[src/rtl/dsa_pkg.sv]
// shared constants and the cap calculation for the double-ended stack allocator
// no dependencies
`default_nettype none

package dsa_pkg;

	localparam int ADDR_BITS_DEF   = 16;
	localparam int ALIGN_BYTES_DEF = 8;

	localparam int ARENA_W = 17;
	localparam int REQ_W   = 16;
	localparam int CNT_W   = 16;
	// rounded request plus one header always fits here
	localparam int TOTAL_W = REQ_W + 1;

	localparam logic [ARENA_W-1:0] ARENA_RESET = 17'd65536;

	// top cap: clamp the arena to [2*align, 2^addr_bits], round up, step back one header
	function automatic logic [31:0] cap_of(input logic [31:0] arena,
		input int unsigned addr_bits, input int unsigned align);
		logic [31:0] a;
		logic [31:0] space;
		logic [31:0] mask;
		begin
			space = 32'd1 << addr_bits;
			mask  = 32'(align) - 32'd1;
			a     = arena;
			if (a < 32'(2 * align)) begin
				a = 32'(2 * align);
			end
			if (a > space) begin
				a = space;
			end
			a = (a + mask) & ~mask;
			return a - 32'(align);
		end
	endfunction

endpackage

`default_nettype wire

[src/rtl/dsa_ctrl.sv]
// command sequencer: end pointers, caps, allocate check and the pop walk
// uses dsa_pkg; drives the header store in dsa_hdr_mem
`default_nettype none

module dsa_ctrl #(
	parameter int ADDR_BITS   = dsa_pkg::ADDR_BITS_DEF,
	parameter int ALIGN_BYTES = dsa_pkg::ALIGN_BYTES_DEF,
	parameter int ALIGN_LG    = $clog2(ALIGN_BYTES),
	parameter int IDX_W       = ADDR_BITS - ALIGN_LG
) (
	input  wire logic                          clk,
	input  wire logic                          arst_n,
	input  wire logic                          start,
	output logic                               busy,
	input  wire logic                          command,
	input  wire logic                          which_end,
	input  wire logic [dsa_pkg::REQ_W-1:0]     request_bytes,
	input  wire logic [dsa_pkg::CNT_W-1:0]     pop_count,
	input  wire logic                          cfg_valid,
	output logic                               cfg_ready,
	input  wire logic [dsa_pkg::ARENA_W-1:0]   cfg_data,
	output logic                               done,
	output logic      [ADDR_BITS-1:0]          block_address,
	output logic                               status,
	output logic      [ADDR_BITS-1:0]          bottom_pointer,
	output logic      [ADDR_BITS-1:0]          top_pointer,
	output logic                               mem_we,
	output logic      [IDX_W-1:0]              mem_widx,
	output logic      [dsa_pkg::TOTAL_W-1:0]   mem_wdata,
	output logic                               mem_re,
	output logic      [IDX_W-1:0]              mem_ridx,
	input  wire logic [dsa_pkg::TOTAL_W-1:0]   mem_rdata
);

	localparam int TW = dsa_pkg::TOTAL_W;
	localparam int CW = dsa_pkg::CNT_W;
	localparam int EW = ((ADDR_BITS > TW) ? ADDR_BITS : TW) + 1;

	localparam logic [ADDR_BITS-1:0] TOP_CAP_RST = ADDR_BITS'(dsa_pkg::cap_of(
		32'(dsa_pkg::ARENA_RESET), ADDR_BITS, ALIGN_BYTES));

	localparam logic [1:0] ST_IDLE    = 2'd0;
	localparam logic [1:0] ST_ALLOC   = 2'd1;
	localparam logic [1:0] ST_POP_RD  = 2'd2;
	localparam logic [1:0] ST_POP_UPD = 2'd3;

	logic [1:0]                 state_q;
	logic                       done_q;
	logic [ADDR_BITS-1:0]       bottom_q;
	logic [ADDR_BITS-1:0]       top_q;
	logic [ADDR_BITS-1:0]       top_cap_q;
	logic [dsa_pkg::CNT_W-1:0]  cnt_q;

	logic                       cmd_q;
	logic                       end_q;
	logic [dsa_pkg::REQ_W-1:0]  req_q;
	logic [dsa_pkg::CNT_W-1:0]  num_q;
	logic [ADDR_BITS-1:0]       addr_q;
	logic                       status_q;

	logic [TW-1:0]         sum_req;
	logic [TW-1:0]         total;
	logic [EW-1:0]         nb_ext;
	logic [EW-1:0]         nt_ext;
	logic [EW-1:0]         wr_bot_ext;
	logic                  bot_ovf;
	logic                  top_ovf;
	logic                  alloc_ovf;
	logic [ADDR_BITS-1:0]  new_bot;
	logic [ADDR_BITS-1:0]  new_top;
	logic [ADDR_BITS-1:0]  wr_bot;
	logic [ADDR_BITS-1:0]  bot_hdr;
	logic [ADDR_BITS-1:0]  room;
	logic [ADDR_BITS-1:0]  pop_top;
	logic [ADDR_BITS-1:0]  pop_bot;
	logic [ADDR_BITS-1:0]  cap_new;
	logic                  at_cap;
	logic                  pop_more;
	logic                  cfg_wr;

	always_comb begin
		sum_req    = TW'(req_q) + TW'(ALIGN_BYTES - 1);
		total      = {sum_req[TW-1:ALIGN_LG], {ALIGN_LG{1'b0}}} + TW'(ALIGN_BYTES);
		nb_ext     = EW'(bottom_q) + EW'(total);
		nt_ext     = EW'(top_q) - EW'(total);
		wr_bot_ext = nb_ext - EW'(ALIGN_BYTES);
		bot_ovf    = nb_ext > EW'(top_q);
		top_ovf    = (EW'(total) > EW'(top_q)) || (nt_ext < EW'(bottom_q));
		alloc_ovf  = end_q ? top_ovf : bot_ovf;
		new_bot    = nb_ext[ADDR_BITS-1:0];
		new_top    = nt_ext[ADDR_BITS-1:0];
		wr_bot     = wr_bot_ext[ADDR_BITS-1:0];
		bot_hdr    = bottom_q - ADDR_BITS'(ALIGN_BYTES);

		at_cap   = end_q ? (top_q >= top_cap_q) : (bottom_q == '0);
		pop_more = (cnt_q != num_q) && !at_cap;

		// walk steps saturate at the cap of the end being popped
		room    = top_cap_q - top_q;
		pop_top = (EW'(mem_rdata) > EW'(room)) ? top_cap_q
			: ADDR_BITS'(EW'(top_q) + EW'(mem_rdata));
		pop_bot = (EW'(mem_rdata) > EW'(bottom_q)) ? '0
			: ADDR_BITS'(EW'(bottom_q) - EW'(mem_rdata));

		cap_new = ADDR_BITS'(dsa_pkg::cap_of(32'(cfg_data), ADDR_BITS, ALIGN_BYTES));
	end

	assign busy      = (state_q != ST_IDLE);
	assign cfg_ready = (state_q == ST_IDLE);
	assign cfg_wr    = cfg_valid && cfg_ready;

	assign mem_we    = (state_q == ST_ALLOC) && !alloc_ovf;
	assign mem_widx  = end_q ? new_top[ADDR_BITS-1:ALIGN_LG] : wr_bot[ADDR_BITS-1:ALIGN_LG];
	assign mem_wdata = total;
	assign mem_re    = (state_q == ST_POP_RD) && pop_more;
	assign mem_ridx  = end_q ? top_q[ADDR_BITS-1:ALIGN_LG] : bot_hdr[ADDR_BITS-1:ALIGN_LG];

	always_ff @(posedge clk or negedge arst_n) begin
		if (!arst_n) begin
			state_q   <= ST_IDLE;
			done_q    <= 1'b0;
			bottom_q  <= '0;
			top_q     <= TOP_CAP_RST;
			top_cap_q <= TOP_CAP_RST;
			cnt_q     <= '0;
		end else begin
			done_q <= 1'b0;
			case (state_q)
				ST_IDLE: begin
					if (cfg_wr) begin
						top_cap_q <= cap_new;
						top_q     <= cap_new;
						bottom_q  <= '0;
					end
					if (start) begin
						cnt_q   <= '0;
						state_q <= command ? ST_POP_RD : ST_ALLOC;
					end
				end
				ST_ALLOC: begin
					if (!alloc_ovf) begin
						if (end_q) begin
							top_q <= new_top;
						end else begin
							bottom_q <= new_bot;
						end
					end
					done_q  <= 1'b1;
					state_q <= ST_IDLE;
				end
				ST_POP_RD: begin
					if (pop_more) begin
						state_q <= ST_POP_UPD;
					end else begin
						done_q  <= 1'b1;
						state_q <= ST_IDLE;
					end
				end
				ST_POP_UPD: begin
					// a zero size ends the walk
					if (mem_rdata == '0) begin
						done_q  <= 1'b1;
						state_q <= ST_IDLE;
					end else begin
						if (end_q) begin
							top_q <= pop_top;
						end else begin
							bottom_q <= pop_bot;
						end
						cnt_q   <= cnt_q + CW'(1);
						state_q <= ST_POP_RD;
					end
				end
				default: begin
					state_q <= ST_IDLE;
				end
			endcase
		end
	end

	always_ff @(posedge clk) begin
		if ((state_q == ST_IDLE) && start) begin
			cmd_q    <= command;
			end_q    <= which_end;
			req_q    <= request_bytes;
			num_q    <= pop_count;
			addr_q   <= '0;
			status_q <= 1'b0;
		end else if (state_q == ST_ALLOC) begin
			status_q <= alloc_ovf;
			if (alloc_ovf) begin
				addr_q <= '0;
			end else if (end_q) begin
				addr_q <= new_top + ADDR_BITS'(ALIGN_BYTES);
			end else begin
				addr_q <= bottom_q;
			end
		end
	end

	assign done           = done_q;
	assign block_address  = addr_q;
	assign status         = status_q;
	assign bottom_pointer = bottom_q;
	assign top_pointer    = top_q;

	a_done_idle: assert property (@(posedge clk) disable iff (!arst_n)
		done_q |-> (state_q == ST_IDLE))
		else $error("result strobe outside idle");

	a_ovf_addr: assert property (@(posedge clk) disable iff (!arst_n)
		(done_q && status_q) |-> (addr_q == '0))
		else $error("refused allocation returned an address");

	a_no_cross: assert property (@(posedge clk) disable iff (!arst_n)
		bottom_q <= top_q)
		else $error("stack ends crossed");

	a_top_cap: assert property (@(posedge clk) disable iff (!arst_n)
		top_q <= top_cap_q)
		else $error("top end beyond its cap");

	a_pop_no_write: assert property (@(posedge clk) disable iff (!arst_n)
		(cmd_q && busy) |-> !mem_we)
		else $error("header written during pop");

	a_alloc_done: assert property (@(posedge clk) disable iff (!arst_n)
		(state_q == ST_ALLOC) |=> done_q)
		else $error("allocate did not finish in one step");

endmodule

`default_nettype wire

[config.mk]
export PLATFORM = sky130hd
export DESIGN_NAME = dsa_ctrl
export DESIGN_NICKNAME = d
export VERILOG_FILES = /design/src/rtl/dsa_pkg.sv /design/src/rtl/dsa_ctrl.sv
export SDC_FILE = /design/constraint.sdc
export NUM_CORES = 1
export LEC_CHECK = 0
export BUFFER_PORTS_ARGS = -buffer_cell sky130_fd_sc_hd__buf_2
export CAP_MARGIN = 40
export CORE_MARGIN = 4
export CORE_UTILIZATION = 64
export DETAILED_ROUTE_END_ITERATION = 8
export HOLD_SLACK_MARGIN = 0.1
export PLACE_DENSITY = 0.88
export SYNTH_ARGS = -nofsm -noshare
export SYNTH_HDL_FRONTEND = slang
export SYNTH_SLANG_ARGS = --single-unit
[constraint.sdc]
create_clock -name clk -period 9.4 [get_ports clk]
set_input_delay 0 -clock clk [delete_from_list [all_inputs] [get_ports clk]]
set_output_delay 0 -clock clk [all_outputs]
set_load 0.05 [all_outputs]
**Yosys cells after proc, flatten, opt, wreduce, memory -nomap -nowiden**

Index checks and enable logic that the tools add are counted.

- Register bits after elaboration: 117
- Bits in latches: 0
- Memory bits (writable): 0
- Memory bits (read-only): 0
- Input port bits: 72
- Memories: 0

- $add $sub $neg: 13
- Multipliers: 0
- Divide/modulo/power cells: 0
- $lt $le $gt $ge: 8
- Equal/unequal tests: 12
- Shift-type cells: 0
- Multiplexer cells: 33
- Bitwise logic cells: 0
- Reductions and logical operators: 18

Operator list:

| kind | number |
|---|---|
| 16-bit 2-to-1 mux | 17 |
| 16-bit case mux with 3 select lines | 2 |
| 17-bit by 16-bit greater-than comparator with 1-bit output | 3 |
| 16-bit by 4-bit subtractor with 16-bit output (second input constant) | 3 |
| 16-bit case mux with 2 select lines | 1 |
| 16-bit subtractor | 2 |
| 13-bit 2-to-1 mux | 2 |
| 16-bit by 17-bit adder with 18-bit output | 1 |
| 18-bit by 16-bit greater-than comparator with 1-bit output | 1 |
| 18-bit by 16-bit less-than comparator with 1-bit output | 1 |
| 16-bit by 17-bit subtractor with 18-bit output | 1 |
| 16-bit by 3-bit adder with 17-bit output (second input constant) | 1 |
| 17-bit by 4-bit adder with 17-bit output (second input constant) | 1 |
| 17-bit greater-than comparator (second input constant) | 1 |
| 17-bit zero test | 1 |
| 17-bit by 5-bit less-than comparator with 1-bit output (second input constant) | 1 |
| 17-bit 2-to-1 mux | 1 |
| 16-bit by 1-bit adder with 16-bit output (second input constant) | 1 |
| 16-bit adder | 1 |
| 16-bit by 3-bit adder with 16-bit output (second input constant) | 1 |
| 16-bit by 4-bit adder with 16-bit output (second input constant) | 1 |
| 16-bit greater-or-equal comparator | 1 |
| 16-bit zero test | 1 |
| 16-bit inequality test | 1 |
| 17 further kinds | 37 |

**Longest topological paths before layout**

- Depth after elaboration: 8
- Depth in mapped cells: 26
- Depth with buffers taken out: 25

**Worst setup path before layout**

Ideal clock, no wire load.

- Path kind: register -> register
- From: reg req_q[3] (netlist name)
- To: reg bottom_q[9], in the netlist bottom_pointer[9]
- Library setup time: 125 ps
- Data arrival time: 6825 ps
- Data required time: 9275 ps
- Slack: 2450 ps
- Cell stages (with the launch flop): 24
- Path buffers: 0
- Path through: edfxtp_1 or4_1 and2_1 ha_1 nand2_1 o22ai_1 xor2_1 inv_1 ha_1 or4_1 o21ai_0 o21ba_2 maj3_1 maj3_1 xnor2_1 inv_1 ha_1 a21o_1 a2111oi_0 a21oi_1 a41oi_4 o21ai_4 o31ai_4 mux2_2

- Word-level cells in the longest chain between the ends: 8
- Elaborated cells between the ends (all ways): 14

RTL lines:

| element | line | RTL |
|---|---|---|
| start: declaration | dsa_ctrl.sv:56 | `logic [dsa_pkg::REQ_W-1:0] req_q;` |
| start signal: assignment | dsa_ctrl.sv:185 | `req_q <= request_bytes;` |
| 16-bit by 3-bit adder with 17-bit output * | dsa_ctrl.sv:82 | `sum_req = TW'(req_q) + TW'(ALIGN_BYTES - 1);` |
| 17-bit by 4-bit adder with 17-bit output * | dsa_ctrl.sv:83 | `total = {sum_req[TW-1:ALIGN_LG], {ALIGN_LG{1'b0}}} + TW'(ALIGN_BYTES);` |
| via mem_wdata (one bit) | dsa_ctrl.sv:29 | `output logic [dsa_pkg::TOTAL_W-1:0] mem_wdata,` |
| 16-bit by 17-bit subtractor with 18-bit output | dsa_ctrl.sv:85 | `nt_ext = EW'(top_q) - EW'(total);` |
| 18-bit by 16-bit less-than comparator with 1-bit output | dsa_ctrl.sv:88 | `top_ovf = (EW'(total) > EW'(top_q)) \|\| (nt_ext < EW'(bottom_q));` |
| 1-bit logical OR | dsa_ctrl.sv:88 |  |
| 1-bit 2-to-1 mux | dsa_ctrl.sv:89 | `alloc_ovf = end_q ? top_ovf : bot_ovf;` |
| 2-bit inequality test (no line) | -- |  |
| 6-bit AND reduction (no line) | -- |  |
| end signal: assignment | dsa_ctrl.sv:145 | `bottom_q <= new_bot;` |
| end signal: assignment | dsa_ctrl.sv:168 | `bottom_q <= pop_bot;` |
| end: declaration | dsa_ctrl.sv:49 | `logic [ADDR_BITS-1:0] bottom_q;` |

Mark *: on every way through the listed nets, which the timed path passes. The rest lies on a longest branch. The select of a mux whose other input is x is not followed.
A chain may end at the register's enable or synchronous reset.

**Final worst setup path**

- From: reg req_q[0] (netlist name)
- To: reg bottom_q[9], in the netlist bottom_pointer[9]

- Word-level cells in the longest chain between the ends: 8
- Elaborated cells between the ends (all ways): 14

RTL lines:

| element | line |
|---|---|
| 16-bit by 3-bit adder with 17-bit output * | dsa_ctrl.sv:82 |
| 17-bit by 4-bit adder with 17-bit output * | dsa_ctrl.sv:83 |
| 16-bit by 17-bit subtractor with 18-bit output | dsa_ctrl.sv:85 |
| 18-bit by 16-bit less-than comparator with 1-bit output | dsa_ctrl.sv:88 |
| 1-bit logical OR | dsa_ctrl.sv:88 |
| 1-bit 2-to-1 mux | dsa_ctrl.sv:89 |
| 2-bit inequality test (no line) | -- |
| 6-bit AND reduction (no line) | -- |

Every way passes the cells marked *; elsewhere a longest branch is shown, timed or not. The select of a mux whose other input is x is not followed.

==> qor.txt <==
Synth Cell Area - 11600 um^2
CP Max Fanout - 17
DRC viols - 0
Via count - 12300
Post-synth top cells - ha_1, nand2_1, o21ai_0, nor2_1, inv_1
Root Buffer - clkbuf_16
First-pass GRT wire length - 62.1 mm
I/O pins - 169
Via density - 6.66
GRT Total Usage - 39.1%
Die Span Y - 142 um
Sink Count - 114
Max incr delay on CP - 0.81 ns
Max Cap Violations - 0
Post-CTS Resized - 0
Final core occ - 78.3%
Area Growth Syn to Fin - 18.3%
Top-count cell post-synth - ha_1
Largest net degree at the start of global routing - 89
Most used cell, CP - ha_1
Chip Width - 142 um
Top-area cell type share of the netlist area - 14.8%
Clock latency at the later pin of the worst-skew pair - 0.44 ns
WL/cell - 21.8 um
Buf+Inv Stages, Crit Path - 2
Initial DRC Count - 1697
Hold crit path type - input pin to flip-flop
Final clock skew - 0.0118 ns
Post-Route WL - 40.3 mm
Total CTS buffers - 17
RSZ-0062 raised after global routing - no
I/O Buffers - 165
CTS Hold Bufs - 48
Initial core utilization - 66.2%
CTS tree - built
Main flop type after synthesis - dfrtp_1
Final worst slack - 1.71 ns
CP Capture Type - flip-flop
Sequential-to-total area share from yosys stat - 25.6%
Dpl hpwl - 28.9 mm
Req. time, crit path - 9.72 ns
Post-synth EDFFs - 33
Fmax - 0.130 GHz
Layout cells sized above 1 - 16.3%
Slew Viols, Final - 0
Fillers - 1185
Startpoint Class - flip-flop
Final setup fails - 0
Clock transition at path regs - 0.07 ns
FF+latch count, synth - 114
Syn avg cell area - 8.22 um^2
Critical path class - flip-flop to flip-flop
GR Overflow Total - 0
Area occupied by multi-input gates - 8040 um^2
Final min period - 7.69 ns
Reg area - 2970 um^2
Synth warn - 0
Core ar. - 17500 um^2
Slowest-stage cell, CP - o31ai_4
Die ar. - 20300 um^2
Final ANT Viol Nets - 0
H-tree depth - 4
Status - finished, final reports clean
DRT Pass-1 Iters - 8
Yosys top cell by area - ha_1
# Post-CTS Setup Buffers - 0
CTS Buffer Depth - 2
Synth area leaders - ha_1, edfxtp_1, dfrtp_1
Slew @ Worst Pin - 0.960 ns
Site Rows - 48
Yosys cell types - 85
Crit path cell chain - or4_1, and2_1, ha_1, nand2_1, o22ai_1, xor2_1, inv_1, ha_1, or4_1, o21ai_0, o21ba_2, maj3_1, maj3_1, xnor2_1, inv_1, ha_1, a21o_1, a2111oi_0, a21oi_1, a41oi_4, o21ai_4, o31ai_4, mux2_2
Cells after Synth - 1407
Place WS - 2.01 ns
Crit path max-delay family - compound AO/OA/AOI/OAI gates
Setup TNS - 0 ns
RePlAce Congestion - 1.00
Vias in the first global route - 11600
Final Hold Viols - 0
Inst Count DP - 1768
Initial antenna violation count - 1
Data arrival time of the worst path - 8.02 ns
# nets final - 1823
Slew HR - 35.8%
Asr flop ratio synth - 56.1%
Tcrit/Tclk final - 81.8%
Final Instance Count excl. Fillers - 1849
through the flow:
stage / hold WS (ns) / instance area, um^2
2_1_floorplan: -0.296 / 11600
3_3_place_gp: 0.176 / 12600
3_5_place_dp: 0.178 / 12600
4_1_cts: 0.121 / 13700
5_1_grt: 0.164 / 13700
6_report: 0.126 / 13700
cell type report:
cell class / instances / share of cell area [%]
inverter: 105 / 2.88
timing repair buffer: 226 / 10.4
clock buffer: 17 / 3.11
antenna: 1 / 0.0183
clock inverter: 15 / 1.18
sequential: 114 / 21.7
tap: 225 / 2.06
multi-input combinational: 1146 / 58.7
sequential cells by signal, indices dropped and copies added (netlist names):
register / flops
block_address: 16
state_q: 2
bottom_pointer: 16
top_cap_q: 13
top_pointer: 16
num_q: 16
done: 1
cnt_q: 16
req_q: 16
end_q: 1
status: 1
layer usage:
layer  track usage [%]  wire length, um  share of wire (%)  vias to the layer above
met5                 0                0                  0                        -
met4              24.7             3110                7.7                        0
met3              10.0             5310                 13                      275
met2              61.1            17500                 43                      981
met1              48.1            14400                 36                     5560
li1                  -                -                  -                     5504
cell usage in the layout, fill, tap and decap left out, types with 8 or more instances in the layout:
| master | synthesis | routed |
|---|---|---|
| a211oi_1 | 16 | 16 |
| a21o_1 | 25 | 25 |
| a21oi_1 | 89 | 89 |
| a22oi_1 | 13 | 13 |
| and2_1 | 17 | 17 |
| and3_1 | 26 | 26 |
| buf_2 | 2 | 166 |
| buf_4 | 3 | 10 |
| clkbuf_16 | 0 | 17 |
| dfrtp_1 | 38 | 38 |
| dfstp_2 | 26 | 26 |
| dfxtp_1 | 17 | 17 |
| dlygate4sd3_1 | 0 | 48 |
| edfxtp_1 | 33 | 33 |
| ha_1 | 137 | 137 |
| inv_1 | 102 | 102 |
| mux2i_1 | 30 | 30 |
| nand2_1 | 126 | 126 |
| nand2b_1 | 15 | 15 |
| nand3_1 | 41 | 41 |
| nand4_1 | 24 | 24 |
| nor2_1 | 103 | 102 |
| nor2b_1 | 21 | 21 |
| nor3_1 | 45 | 45 |
| nor4_1 | 15 | 15 |
| o2111ai_1 | 11 | 11 |
| o21a_1 | 24 | 24 |
| o21ai_0 | 107 | 107 |
| or3_1 | 8 | 8 |
| xnor2_1 | 85 | 85 |
| xor2_1 | 42 | 42 |
path summary, 6_finish.rpt:
check / start / end / slack [ns] / cells past startpoint
worst max register to register: req_q[0]$_DFFE_PP_ / bottom_pointer[9]$_DFFE_PN0P_ / 1.71 / 23
worst min-delay path: cfg_data[6] / top_cap_q[6]$_DFFE_PN1P_ / 0.13 / 5
worst max-delay path: req_q[0]$_DFFE_PP_ / bottom_pointer[9]$_DFFE_PN0P_ / 1.71 / 23
worst min register to register: block_address[8]$_SDFFE_PP0P_ / block_address[8]$_SDFFE_PP0P_ / 0.45 / 2
min in group asynchronous: arst_n / done$_DFF_PN0_ / 0.32 / 3
max in group asynchronous: arst_n / bottom_pointer[4]$_DFFE_PN0P_ / 8.53 / 3
kinds of logic after synthesis:
kind of cell,synth area share [%]
AO/OA/AOI/OAI,21.0
other,0.0324
flip-flops,25.6
AND/OR/NAND/NOR,19.8
XOR/XNOR,9.81
buffers and inverters,5.05
adder cells (fa/ha/maj),15.8
multiplexers,2.89
worst register-to-register path: stages, from the launching register on:
cell	delay [ns]
edfxtp_1	0.48
or4_1	0.57
and2_1	0.19
ha_1	0.23
nand2_1	0.18
o22ai_1	0.14
xor2_1	0.32
inv_1	0.08
ha_1	0.33
or4_1	0.54
o21ai_0	0.10
o21ba_2	0.20
maj3_1	0.37
maj3_1	0.43
xnor2_1	0.56
inv_1	0.12
ha_1	0.31
a21o_1	0.18
a2111oi_0	0.38
a21oi_1	0.18
a41oi_4	0.24
o21ai_4	0.20
o31ai_4	0.81
mux2_2	0.42
Power is left out: the tool's default activity adds up to more than one toggle a clock period on the data nets, which glitch-free logic cannot reach.
